--- src/rtl/omca_pkg.sv ---
// ----------------------------------------------------------------------------
// omca_pkg: shared types and constants
// Command and status types between controller and datapath, request codes,
// fixed-point limits and the 48-bit saturation helper.
// ----------------------------------------------------------------------------
package omca_pkg;

    localparam int IDX_W  = 4;   // row/column counters, hold up to 15
    localparam int ADDR_W = 6;   // packed covariance address, up to 64 entries
    localparam int STEP_W = 3;
    localparam int DATA_W = 48;
    localparam int VAL_W  = 32;
    localparam int CNT_W  = 24;
    localparam int DIV_W  = 49;
    localparam int DVS_W  = 25;

    localparam logic signed [DATA_W-1:0] MAX48 = 48'sh7FFF_FFFF_FFFF;
    localparam logic signed [DATA_W-1:0] MIN48 = 48'sh8000_0000_0000;

    localparam logic KIND_GRAD = 1'b0;
    localparam logic KIND_HESS = 1'b1;

    typedef enum logic [1:0] {
        REQ_SAMPLE = 2'd0,
        REQ_TARGET = 2'd1,
        REQ_CLOSE  = 2'd2,
        REQ_NONE   = 2'd3
    } req_t;

    // partial product selection of the shared 24x24 multiplier
    typedef enum logic [STEP_W-1:0] {
        MUL_LL  = 3'd0,
        MUL_LH  = 3'd1,
        MUL_HL  = 3'd2,
        MUL_HH  = 3'd3,
        MUL_NLO = 3'd4,
        MUL_NHI = 3'd5
    } mul_step_t;

    typedef enum logic [3:0] {
        DP_NOP,
        DP_TARGET_WR,
        DP_DIFF,
        DP_DELTA_FIN,
        DP_PAIR_LOAD,
        DP_SCALE_START,
        DP_SCALE_FIN,
        DP_MUL,
        DP_MFIN,
        DP_COV_WB,
        DP_COUNT_INC,
        DP_GRAD_OUT,
        DP_COV_RD,
        DP_HESS_OUT,
        DP_CLEAR
    } dp_op_t;

    typedef enum logic [3:0] {
        ST_IDLE,
        ST_TGT,
        ST_S_DIFF,
        ST_S_DWAIT,
        ST_U_SCALE,
        ST_U_SWAIT,
        ST_U_MUL,
        ST_U_MFIN,
        ST_U_NMUL,
        ST_U_WB,
        ST_S_LAST,
        ST_P_SEL,
        ST_G_OUT,
        ST_H_SEL,
        ST_H_OUT
    } ctrl_state_t;

    typedef struct packed {
        dp_op_t            op;
        logic              capture;
        logic [IDX_W-1:0]  row;
        logic [IDX_W-1:0]  col;
        logic [ADDR_W-1:0] addr;
        mul_step_t         step;
        logic              last;
    } cmd_t;

    typedef struct packed {
        logic div_done;
        logic out_free;
    } status_t;

    function automatic logic signed [DATA_W-1:0] sat48(input logic signed [DATA_W+1:0] v);
        logic signed [DATA_W-1:0] r;
        if ((v[DATA_W+1:DATA_W-1] == 3'b000) || (v[DATA_W+1:DATA_W-1] == 3'b111)) begin
            r = v[DATA_W-1:0];
        end else if (v[DATA_W+1]) begin
            r = MIN48;
        end else begin
            r = MAX48;
        end
        return r;
    endfunction

endpackage

--- src/rtl/omca_ctrl.sv ---
// ----------------------------------------------------------------------------
// omca_ctrl: sequencing controller
// Decodes requests and steps the datapath through delta, covariance update,
// off-diagonal sweep and the close run.
// ----------------------------------------------------------------------------
module omca_ctrl #(
    parameter int NUM_COEFFS = 8
) (
    input  logic                 aclk,
    input  logic                 aresetn,
    input  logic                 s_valid,
    output logic                 s_ready,
    input  omca_pkg::req_t       in_req,
    input  logic [2:0]           in_index,
    input  logic                 in_last,
    input  logic                 diag_only,
    input  omca_pkg::status_t    status,
    output omca_pkg::cmd_t       cmd
);
    import omca_pkg::*;

    localparam logic [IDX_W-1:0] NC_IX   = IDX_W'(NUM_COEFFS);
    localparam logic [IDX_W-1:0] LAST_IX = IDX_W'(NUM_COEFFS - 1);

    ctrl_state_t       state_reg, state_next;
    logic [IDX_W-1:0]  i_reg, i_next, j_reg, j_next, idx_reg, idx_next;
    logic [ADDR_W-1:0] p_reg, p_next;
    mul_step_t         step_reg, step_next;
    logic              last_reg, last_next, pairs_reg, pairs_next;
    logic [IDX_W-1:0]  adv_i, adv_j;
    logic [IDX_W-1:0]  in_idx;
    logic [ADDR_W-1:0] diag_addr;

    function automatic logic [ADDR_W-1:0] tri_diag(input logic [IDX_W-1:0] ix);
        int ii;
        ii = int'(ix);
        return ADDR_W'(ii * NUM_COEFFS - ((ii * (ii - 1)) >> 1));
    endfunction

    assign in_idx    = {1'b0, in_index};
    assign diag_addr = tri_diag(idx_reg);

    // walk the upper triangle in packed order
    always_comb begin
        if (j_reg == LAST_IX) begin
            adv_i = i_reg + 1'b1;
            adv_j = i_reg + 1'b1;
        end else begin
            adv_i = i_reg;
            adv_j = j_reg + 1'b1;
        end
    end

    always_comb begin
        state_next = state_reg;
        i_next     = i_reg;
        j_next     = j_reg;
        p_next     = p_reg;
        idx_next   = idx_reg;
        step_next  = step_reg;
        last_next  = last_reg;
        pairs_next = pairs_reg;
        unique case (state_reg)
            ST_IDLE: begin
                if (s_valid) begin
                    idx_next  = in_idx;
                    last_next = in_last;
                    case (in_req)
                        REQ_SAMPLE: state_next = (in_idx < NC_IX) ? ST_S_DIFF : ST_S_LAST;
                        REQ_TARGET: state_next = (in_idx < NC_IX) ? ST_TGT : ST_IDLE;
                        REQ_CLOSE: begin
                            i_next     = '0;
                            state_next = ST_G_OUT;
                        end
                        default: state_next = ST_IDLE;
                    endcase
                end
            end
            ST_TGT: state_next = ST_IDLE;
            ST_S_DIFF: begin
                pairs_next = 1'b0;
                state_next = ST_S_DWAIT;
            end
            ST_S_DWAIT: if (status.div_done) state_next = ST_U_SCALE;
            ST_U_SCALE: state_next = ST_U_SWAIT;
            ST_U_SWAIT: begin
                if (status.div_done) begin
                    step_next  = MUL_LL;
                    state_next = ST_U_MUL;
                end
            end
            ST_U_MUL: begin
                step_next = mul_step_t'(step_reg + 1'b1);
                if (step_reg == MUL_HH) state_next = ST_U_MFIN;
            end
            ST_U_MFIN: begin
                step_next  = MUL_NLO;
                state_next = ST_U_NMUL;
            end
            ST_U_NMUL: begin
                step_next = mul_step_t'(step_reg + 1'b1);
                if (step_reg == MUL_NHI) state_next = ST_U_WB;
            end
            ST_U_WB: begin
                if (pairs_reg) begin
                    i_next     = adv_i;
                    j_next     = adv_j;
                    p_next     = p_reg + 1'b1;
                    state_next = ST_P_SEL;
                end else begin
                    state_next = ST_S_LAST;
                end
            end
            ST_S_LAST: begin
                if (last_reg && !diag_only) begin
                    i_next     = '0;
                    j_next     = '0;
                    p_next     = '0;
                    pairs_next = 1'b1;
                    state_next = ST_P_SEL;
                end else begin
                    state_next = ST_IDLE;
                end
            end
            ST_P_SEL: begin
                if (i_reg == NC_IX) begin
                    state_next = ST_IDLE;
                end else if (j_reg == i_reg) begin
                    i_next = adv_i;
                    j_next = adv_j;
                    p_next = p_reg + 1'b1;
                end else begin
                    state_next = ST_U_SCALE;
                end
            end
            ST_G_OUT: begin
                if (status.out_free) begin
                    i_next = i_reg + 1'b1;
                    if (i_reg == LAST_IX) begin
                        i_next     = '0;
                        j_next     = '0;
                        p_next     = '0;
                        state_next = ST_H_SEL;
                    end
                end
            end
            ST_H_SEL: begin
                if (i_reg == NC_IX) begin
                    state_next = ST_IDLE;
                end else if (diag_only && (j_reg != i_reg)) begin
                    i_next = adv_i;
                    j_next = adv_j;
                    p_next = p_reg + 1'b1;
                end else begin
                    state_next = ST_H_OUT;
                end
            end
            ST_H_OUT: begin
                if (status.out_free) begin
                    i_next     = adv_i;
                    j_next     = adv_j;
                    p_next     = p_reg + 1'b1;
                    state_next = ST_H_SEL;
                end
            end
            default: state_next = ST_IDLE;
        endcase
    end

    always_comb begin
        s_ready     = 1'b0;
        cmd.op      = DP_NOP;
        cmd.capture = 1'b0;
        cmd.row     = idx_reg;
        cmd.col     = idx_reg;
        cmd.addr    = diag_addr;
        cmd.step    = step_reg;
        cmd.last    = 1'b0;
        unique case (state_reg)
            ST_IDLE: begin
                s_ready     = 1'b1;
                cmd.capture = s_valid;
            end
            ST_TGT:     cmd.op = DP_TARGET_WR;
            ST_S_DIFF:  cmd.op = DP_DIFF;
            ST_S_DWAIT: if (status.div_done) cmd.op = DP_DELTA_FIN;
            ST_U_SCALE: cmd.op = DP_SCALE_START;
            ST_U_SWAIT: if (status.div_done) cmd.op = DP_SCALE_FIN;
            ST_U_MUL:   cmd.op = DP_MUL;
            ST_U_MFIN:  cmd.op = DP_MFIN;
            ST_U_NMUL:  cmd.op = DP_MUL;
            ST_U_WB: begin
                cmd.op = DP_COV_WB;
                if (pairs_reg) cmd.addr = p_reg;
            end
            ST_S_LAST: if (last_reg && diag_only) cmd.op = DP_COUNT_INC;
            ST_P_SEL: begin
                cmd.row  = i_reg;
                cmd.col  = j_reg;
                cmd.addr = p_reg;
                if (i_reg == NC_IX) begin
                    cmd.op = DP_COUNT_INC;
                end else if (j_reg != i_reg) begin
                    cmd.op = DP_PAIR_LOAD;
                end
            end
            ST_G_OUT: begin
                cmd.row = i_reg;
                if (status.out_free) cmd.op = DP_GRAD_OUT;
            end
            ST_H_SEL: begin
                cmd.addr = p_reg;
                if (i_reg == NC_IX) begin
                    cmd.op = DP_CLEAR;
                end else if (!(diag_only && (j_reg != i_reg))) begin
                    cmd.op = DP_COV_RD;
                end
            end
            ST_H_OUT: begin
                cmd.row  = i_reg;
                cmd.col  = j_reg;
                cmd.last = (i_reg == LAST_IX) && (j_reg == LAST_IX);
                if (status.out_free) cmd.op = DP_HESS_OUT;
            end
            default: ;
        endcase
    end

    always_ff @(posedge aclk) begin
        if (!aresetn) begin
            state_reg <= ST_IDLE;
            i_reg     <= '0;
            j_reg     <= '0;
            p_reg     <= '0;
            idx_reg   <= '0;
            step_reg  <= MUL_LL;
            last_reg  <= 1'b0;
            pairs_reg <= 1'b0;
        end else begin
            state_reg <= state_next;
            i_reg     <= i_next;
            j_reg     <= j_next;
            p_reg     <= p_next;
            idx_reg   <= idx_next;
            step_reg  <= step_next;
            last_reg  <= last_next;
            pairs_reg <= pairs_next;
        end
    end

`ifndef SYNTHESIS
    a_sweep_row_bound: assert property (@(posedge aclk) disable iff (!aresetn)
        ((state_reg == ST_P_SEL) || (state_reg == ST_H_SEL)) |-> (i_reg <= NC_IX))
        else $error("triangle sweep ran past last row");
    a_pair_upper: assert property (@(posedge aclk) disable iff (!aresetn)
        (cmd.op == DP_PAIR_LOAD) |-> (j_reg > i_reg))
        else $error("off-diagonal update outside upper triangle");
    a_close_ends_last: assert property (@(posedge aclk) disable iff (!aresetn)
        (cmd.op == DP_CLEAR) |-> $past(state_reg) == ST_H_OUT)
        else $error("close run cleared without final entry");
`endif

endmodule

--- config.mk ---
export PLATFORM = sky130hd
export DESIGN_NAME = omca_ctrl
export DESIGN_NICKNAME = d
export VERILOG_FILES = /design/src/rtl/omca_pkg.sv /design/src/rtl/omca_ctrl.sv
export SDC_FILE = /design/constraint.sdc
export NUM_CORES = 1
export LEC_CHECK = 0
export BUFFER_PORTS_ARGS = -buffer_cell sky130_fd_sc_hd__buf_2
export CAP_MARGIN = 20
export CORE_ASPECT_RATIO = 1.2
export CORE_MARGIN = 5
export CORE_UTILIZATION = 35
export DETAILED_ROUTE_END_ITERATION = 10
export GPL_ROUTABILITY_DRIVEN = 0
export GPL_TIMING_DRIVEN = 0
export SYNTH_ARGS = -nofsm -noshare
export SYNTH_HDL_FRONTEND = slang
export SYNTH_SLANG_ARGS = --single-unit
--- constraint.sdc ---
create_clock -name aclk -period 9.5 [get_ports aclk]
set_input_delay 0.475 -clock aclk [delete_from_list [all_inputs] [get_ports aclk]]
set_output_delay 0.475 -clock aclk [all_outputs]
set_load 0.1 [all_outputs]
======== Yosys cells after proc, flatten, opt, wreduce, memory -nomap -nowiden ========
Cells that the tools add are included.
cells by class
  reductions and logical operators ........ 21
  equality and inequality tests ........... 40
  add/sub/neg operators ................... 6
  bitwise gates (word level) .............. 0
  div/mod/pow operators ................... 0
  shift-type cells ........................ 0
  magnitude comparators ................... 1
  $mul .................................... 1
  muxes and demuxes ....................... 72
operator list
  operator             count
  $mux 4               43
  $mux 6               10
  $pmux 4 s14          1
  $pmux 4 s13          1
  $pmux 6 s6           1
  $eq 4x4->1 const B   8
  $ne 2x2->1 const B   14
  $pmux 4 s7           1
  $eq 4x3->1 const B   6
  $pmux 4 s6           1
  $reduce_and 10->1    2
  $pmux 4 s3           1
  $pmux 6 s2           1
  $reduce_and 11->1    1
  $mux 3               3
  $pmux 3 s3           1
  $add 4x1->4 const B  2
  $eq 4x2->1 const B   2
  $mul 4x4->7          1
  $reduce_bool 7->1    1
  $add 6x1->6 const B  1
  $mux 1               6
  $ne 3x3->1 const B   2
  $reduce_and 2->1     3
  other kinds (23)     28
storage, ports and cells
  memory bits (writable) .................. 0
  latch bits .............................. 0
  register bits ........................... 26
  memories ................................ 0
  input port bits ......................... 12
  output and inout port bits .............. 24
  bits in read-only memories .............. 0
  word-level logic and storage cells ...... 149

======== Depth between registers and ports, before layout ========
Gate-level depths: netlist of the first run.
  depth in word-level cells ............... 5
  mapped depth ............................ 17
  depth with buffers taken out ............ 16

======== Worst setup path before layout of the first run ========
OpenSTA, ideal clock, no wires.
  kind .................................... register -> output
  from .................................... register idx_reg[0]
  to ...................................... output cmd[9] (netlist bit)
  path buffers ............................ 1
  path slack .............................. 3748 ps
  cell stages (with the launch flop) ...... 18
  arrival time ............................ 5277 ps
  data required time ...................... 9025 ps
  path through ............................ dfxtp_1 > buf_1 > inv_1 > ha_1 > inv_1 > ha_1 > nor2_1 > ha_1 > ha_1 > ha_1 > ha_1 > inv_1 > fa_1 > xor2_1 > ha_1 > a21oi_1 > xnor2_1 > o21ai_0
RTL lines
  item                    line              source
  start, declared         omca_ctrl.sv:26   logic [IDX_W-1:0] i_reg, i_next, j_reg, j_next, idx_reg, idx_next;
  start signal, assigned  omca_ctrl.sv:244  idx_reg <= idx_next;
  end, declared           omca_ctrl.sv:18   output omca_pkg::cmd_t cmd

==> flow_summary.json, run 1 <==
{
  "grtUsageMet3_pct": 1.70,
  "final_common_cell": "nand2_1",
  "timing.max_cap.violations": 0,
  "setup_tns_ns": 0,
  "cts_root_buf": "clkbuf_8",
  "setup_viol": 0,
  "post_cts_buffers": 0,
  "yosys_warnings": 0,
  "vias": 3037,
  "via_per_inst": 5.75,
  "synth_edf_count": 0,
  "cts.sinks": 26,
  "ant_nets": 0,
  "synth_area_leaders": "dfxtp_1 (18%), ha_1 (11%), nand2_1 (5.7%), o21ai_0 (4.6%), a21oi_1 (3.6%)",
  "grt-busiest-layer": "met2",
  "setup.worst_path.end_class": "output port",
  "synth-main-ff-cell": "dfxtp_1",
  "io_pins": 36,
  "path_max_fanout": 10,
  "wirelength_um": 8550,
  "insertion_delay_ns": 0.29,
  "reg2reg_from": "i_reg[0]",
  "drive_gt1_share_pct": 18.6,
  "synth_compound_area_share_pct": 26.6,
  "slowest_stage": "buf_2",
  "crit_family": "adder cells",
  "htreeDepth": 1,
  "clkTransAtPathRegs_ns": 0.09,
  "grt_antenna_before_repair": 0,
  "rows": 36,
  "max_freq_mhz": 205,
  "first_iter_violations": 209,
  "die_x_um": 93.4,
  "synth_top_cell_area_share_pct": 17.8,
  "hpwl_um": 6780,
  "cts_hold_buf": 0,
  "crit_start": "idx_reg[0]",
  "cp.depth": 18,
  "period_needed_ns": 4.89,
  "area_delta_synth_final_pct": 13.3,
  "outcome": "complete, no violations",
  "track_usage_pct": 16.5,
  "slew_violations": 0,
  "hold_violations": 0,
  "dp_cells": 524,
  "muxShareOfSynthArea_pct": 4.76,
  "yosys.area_share.xor_xnor_pct": 4.20,
  "die_h_um": 110,
  "final.setup_skew_ns": 0.0209,
  "ys_types": 74,
  "crit_type": "reg2out",
  "n_antenna_cell": 0,
  "yosys.area_share.simple_pct": 26.6,
  "start_util_pct": 35.8,
  "yosys.area.top_type": "dfxtp_1",
  "crit_buf_inv": 5,
  "cts_tree": "built",
  "hp-start": "in_index[0]",
  "design.die.area_sq_um": 10300,
  "cts_max_path_buffers": 2,
  "wl_per_cell_um": 16.2,
  "slowest_delay_ns": 0.44,
  "crit_path_frequent_cell": "ha_1",
  "ys_seq_area_share_pct": 17.8,
  "grt_max_degree": 16,
  "setup_ws_ns": 4.61,
  "crit_required_ns": 9.03,
  "final_cells": 528,
  "critPathArrivalTime_ns": 4.41,
  "grt.overflow.total": 0,
  "cts_resized": 0,
  "grt_first_pass_wirelength_um": 13900,
  "worstMarginPinSlew_ns": 0.797,
  "rr_worst_depth": 7,
  "postSynthCellCount": 375,
  "reg2reg_to": "j_reg[3]",
  "nets": 455,
  "hp-class": "in2reg",
  "synth_area_sq_um": 2920,
  "rsz0062_at_grt": "no",
  "met2_usage_pct": 30.3,
  "synth_fp_nets": 415,
  "cp-start-kind": "register",
  "cts_made_buffers": 3,
  "r2r_slack_ns": 7.16,
  "path_cells": "buf_1 -> inv_1 -> ha_1 -> inv_1 -> ha_1 -> nor2_1 -> ha_1 -> ha_1 -> ha_1 -> ha_1 -> inv_1 -> fa_1 -> xor2_1 -> ha_1 -> a21oi_1 -> xnor2_1 -> o21ai_0 -> buf_2",
  "syn_area_per_cell_sq_um": 7.78,
  "synth_top_family_by_area": "simple AND/OR/NAND/NOR gates",
  "slew_headroom_pct": 46.6,
  "layout_common_cells": "nand2_1 (44), buf_2 (43), o21ai_0 (27)",
  "setup.worst_path.end": "cmd[9]",
  "gr-usage-met1_pct": 20.7,
  "coreArea_sq_um": 8150,
  "grt_pass1_vias": 2904,
  "place_ws_ns": 4.88,
  "finalCritPeriodShare_pct": 51.4,
  "numPortBuffers": 35,
  "drc": 0,
  "ys_ff_latch": 26,
  "synthAdderAreaFrac_pct": 12.5,
  "ys_async_sr_fraction_pct": 0,
  "drt_first_pass_iters": 6,
  "largest_register_ff_count": 6
}
[worst min path at each step]
stage | cells after the start | slack, ns | endpoint
detailed placement | 2 | 0.50 | last_reg
global placement | 2 | 0.50 | last_reg
finish | 3 | 0.44 | idx_reg[0]
CTS | 3 | 0.43 | idx_reg[0]
floorplan | 2 | 0.45 | last_reg
global route | 3 | 0.43 | last_reg
[cell usage after synthesis (8+ instances only)]
| cell type | n |
|---|---|
| nand2_1 | 44 |
| nor3_1 | 15 |
| xnor2_1 | 12 |
| nor2_1 | 21 |
| o21ai_0 | 27 |
| buf_2 | 8 |
| dfxtp_1 | 26 |
| a21oi_1 | 21 |
| mux2i_1 | 9 |
| clkbuf_1 | 9 |
| ha_1 | 26 |
| nand3_1 | 12 |
| inv_1 | 19 |
| o211ai_1 | 8 |
[cells by family (layout without fill, tap and decap cells)]
group | after synthesis | count (layout)
flops | 26 | 26
buf+inv | 48 | 87
compound gates | 105 | 105
mux | 13 | 13
xor+xnor | 14 | 14
fa+ha+maj | 28 | 28
simple gates | 141 | 141
[metrics by stage]
stage | utilization [%] | instance area [sq um] | hold WS [ns]
6_report | 40.6 | 3310 | 0.435
5_1_grt | 40.6 | 3310 | 0.434
4_1_cts | 40.6 | 3310 | 0.431
3_5_place_dp | 39.7 | 3240 | 0.499
3_3_place_gp | 39.7 | 3240 | 0.497
2_1_floorplan | - | 2920 | 0.446
[worst min-delay path, stage by stage]
cell	delay [ns]
buf_2	0.09
nand2_1	0.04
a21oi_1	0.05
[routing by layer]
metal  share of wire, %  routed length [um]
met1                 43                3720
met2                 50                4240
met3                5.7                 488
met4                1.2                 104
met5                  0                   0
[final cells by class]
type	count	area [sq um]
fillers	861	4840
multi-input cells	301	2180
flip-flops and latches	26	520
repair buffers	35	175
well taps	114	143
plain buffers	25	134
inverters	23	86.3
clock buffers	3	41.3
clock inverters	1	30.0
Power of run 1 is left out: the tool's default activity adds up to more than one toggle a clock period on the data nets, which glitch-free logic cannot reach.
==> run 2: changes to the inputs <==
- ABC_AREA: not set -> 1
- clock period: 9.5 -> 4.8 ns (I/O delays scaled with it)
==> run 2 against run 1 <==
Net effect:
- critical path depth grew 5
- synthesized cell count up 20%
- global-route usage decreased by 1.4 points
- utilization decreased by 0.63 points
- clock skew is 0.0094 ns lower
- first-iteration DRC count is 39% lower
- wire length decreased by 18%
- critical path type unchanged
- largest cell class unchanged
==> flow_summary.json, run 2 <==
{
  "grt_first_pass_wirelength_um": 12400,
  "nets": 528,
  "synth_area_sq_um": 2710,
  "ys_seq_area_share_pct": 19.2,
  "clkTransAtPathRegs_ns": 0.09,
  "synth_fp_nets": 489,
  "max_freq_mhz": 224,
  "largest_register_ff_count": 6,
  "die_x_um": 90.4,
  "cts.sinks": 26,
  "drt_first_pass_iters": 4,
  "grt_max_degree": 14,
  "crit_type": "reg2out",
  "vias": 2838,
  "cts_tree": "built",
  "finalCritPeriodShare_pct": 92.9,
  "outcome": "complete, no violations",
  "cts_made_buffers": 3,
  "slew_violations": 0,
  "rows": 35,
  "critPathArrivalTime_ns": 4.22,
  "hpwl_um": 5880,
  "period_needed_ns": 4.46,
  "setup_tns_ns": 0,
  "synth-main-ff-cell": "dfxtp_1",
  "multi_input_area_sq_um": 1900,
  "n_antenna_cell": 0,
  "area_delta_synth_final_pct": 12.2,
  "hold_violations": 0,
  "path_max_fanout": 10,
  "synth_top_cell_area_share_pct": 19.2,
  "synth_edf_count": 0,
  "timing.max_cap.violations": 0,
  "via_per_inst": 4.91,
  "fillerInstances": 890,
  "hp-class": "in2reg",
  "drc": 0,
  "final_common_cell": "nand2_1",
  "final.setup_skew_ns": 0.0115,
  "wl_per_cell_um": 12.1,
  "htreeDepth": 1,
  "design.die.area_sq_um": 9620,
  "grt_pass1_vias": 2760,
  "synth_common_cells": "nand2_1 (114), inv_1 (63), nor2_1 (62)",
  "ys_async_sr_fraction_pct": 0,
  "first_iter_violations": 128,
  "numPortBuffers": 34,
  "setup_viol": 0,
  "m1WireLength_um": 3210,
  "setup.worst_path.end_class": "output port",
  "crit_required_ns": 4.56,
  "wl_met2_um": 3440,
  "yosys.cell_count.top_type": "nand2_1",
  "grt.overflow.total": 0,
  "start_util_pct": 35.6,
  "rsz0062_at_grt": "no",
  "ys_types": 34,
  "worstMarginPinSlew_ns": 0.489,
  "io_pins": 36,
  "yosys_warnings": 0,
  "ant_nets": 0,
  "coreArea_sq_um": 7620,
  "post_cts_buffers": 0,
  "cp-start-kind": "register",
  "track_usage_pct": 15.1,
  "syn_area_per_cell_sq_um": 6.04,
  "yosys.area.top_type": "dfxtp_1",
  "cts_max_path_buffers": 2,
  "synth_area_leaders": "dfxtp_1 (19%), nand2_1 (16%), ha_1 (12%), inv_1 (8.7%), nor2_1 (8.6%)",
  "drive_gt1_share_pct": 14.6,
  "grt_antenna_before_repair": 0,
  "wirelength_um": 7010,
  "layout_common_cells": "nand2_1 (114), inv_1 (63), nor2_1 (62)",
  "place_ws_ns": 0.287,
  "top_layer": "met4",
  "ys_ff_latch": 26,
  "cts_root_buf": "clkbuf_8",
  "slew_headroom_pct": 67.3,
  "route.met3.wl_um": 280,
  "die_h_um": 106,
  "postSynthCellCount": 449,
  "insertion_delay_ns": 0.27,
  "setup_ws_ns": 0.343,
  "regArea_sq_um": 520
}
run 2: per-stage QoR:
step           instances  util (%)  instance area, sq um  hold WS [ns]
2_1_floorplan        449         -                  2710         0.433
3_3_place_gp         575      39.4                  3000         0.472
3_5_place_dp         575      39.4                  3000         0.483
4_1_cts              578      39.9                  3040         0.245
5_1_grt              578      40.0                  3040         0.277
6_report             578      40.0                  3040         0.255
run 2: kinds of logic after synthesis:
| logic type | Yosys count | synth area share, % |
|---|---|---|
| DFF | 26 | 19.2 |
| adders and majority gates | 28 | 13.5 |
| AOI/OAI and AO/OA | 62 | 12.7 |
| buffers and inverters | 75 | 10.9 |
| and+or+nand+nor | 249 | 40.8 |
| xor gates and xnor gates | 9 | 2.90 |
run 2: final timing paths:
| kind | start | endpoint | slack [ns] | cells after the start |
|---|---|---|---|---|
| worst min-delay path | in_index[2] | idx_reg[2] | 0.26 | 3 |
| worst min register to register | p_reg[3] | p_reg[3] | 0.49 | 2 |
| worst max register to register | i_reg[0] | p_reg[1] | 2.69 | 12 |
| worst max-delay path | idx_reg[0] | cmd[9] | 0.34 | 23 |
run 2: timing repair:
item                       CTS  global route
hold buffers                 0             0
gates resized for setup      1             2
pin swaps                    0             0
setup endpoints to repair    1             1
run 2: layout make-up:
cell class / count / share of cell area [%]
plain buffers: 5 / 1.11
clock buffers: 3 / 1.36
inverters: 70 / 8.63
multi-input cells: 348 / 62.4
flip-flops and latches: 26 / 17.1
well taps: 92 / 3.78
repair buffers: 34 / 5.67
run 2: layer usage:
metal  global-route usage, %  vias to the layer above
met5                       0                        -
met4                    3.19                        0
met3                    2.34                        8
met2                    27.1                       52
met1                    19.0                     1258
li1                        -                     1520
run 2: worst max-delay path, stage by stage (launching register included):
cell	delay [ns]
dfxtp_1	0.38
clkbuf_2	0.24
inv_1	0.13
ha_1	0.21
inv_1	0.05
ha_1	0.21
nor2_1	0.11
ha_1	0.23
ha_1	0.27
ha_1	0.14
ha_1	0.16
inv_1	0.05
fa_1	0.37
xor2_1	0.15
ha_1	0.32
a31o_2	0.25
inv_1	0.07
nand2_1	0.05
nand2_1	0.07
nand2_1	0.05
nand2_1	0.05
nand3_1	0.06
nand2_1	0.06
buf_4	0.28
Power of run 2 is left out for the same reason.
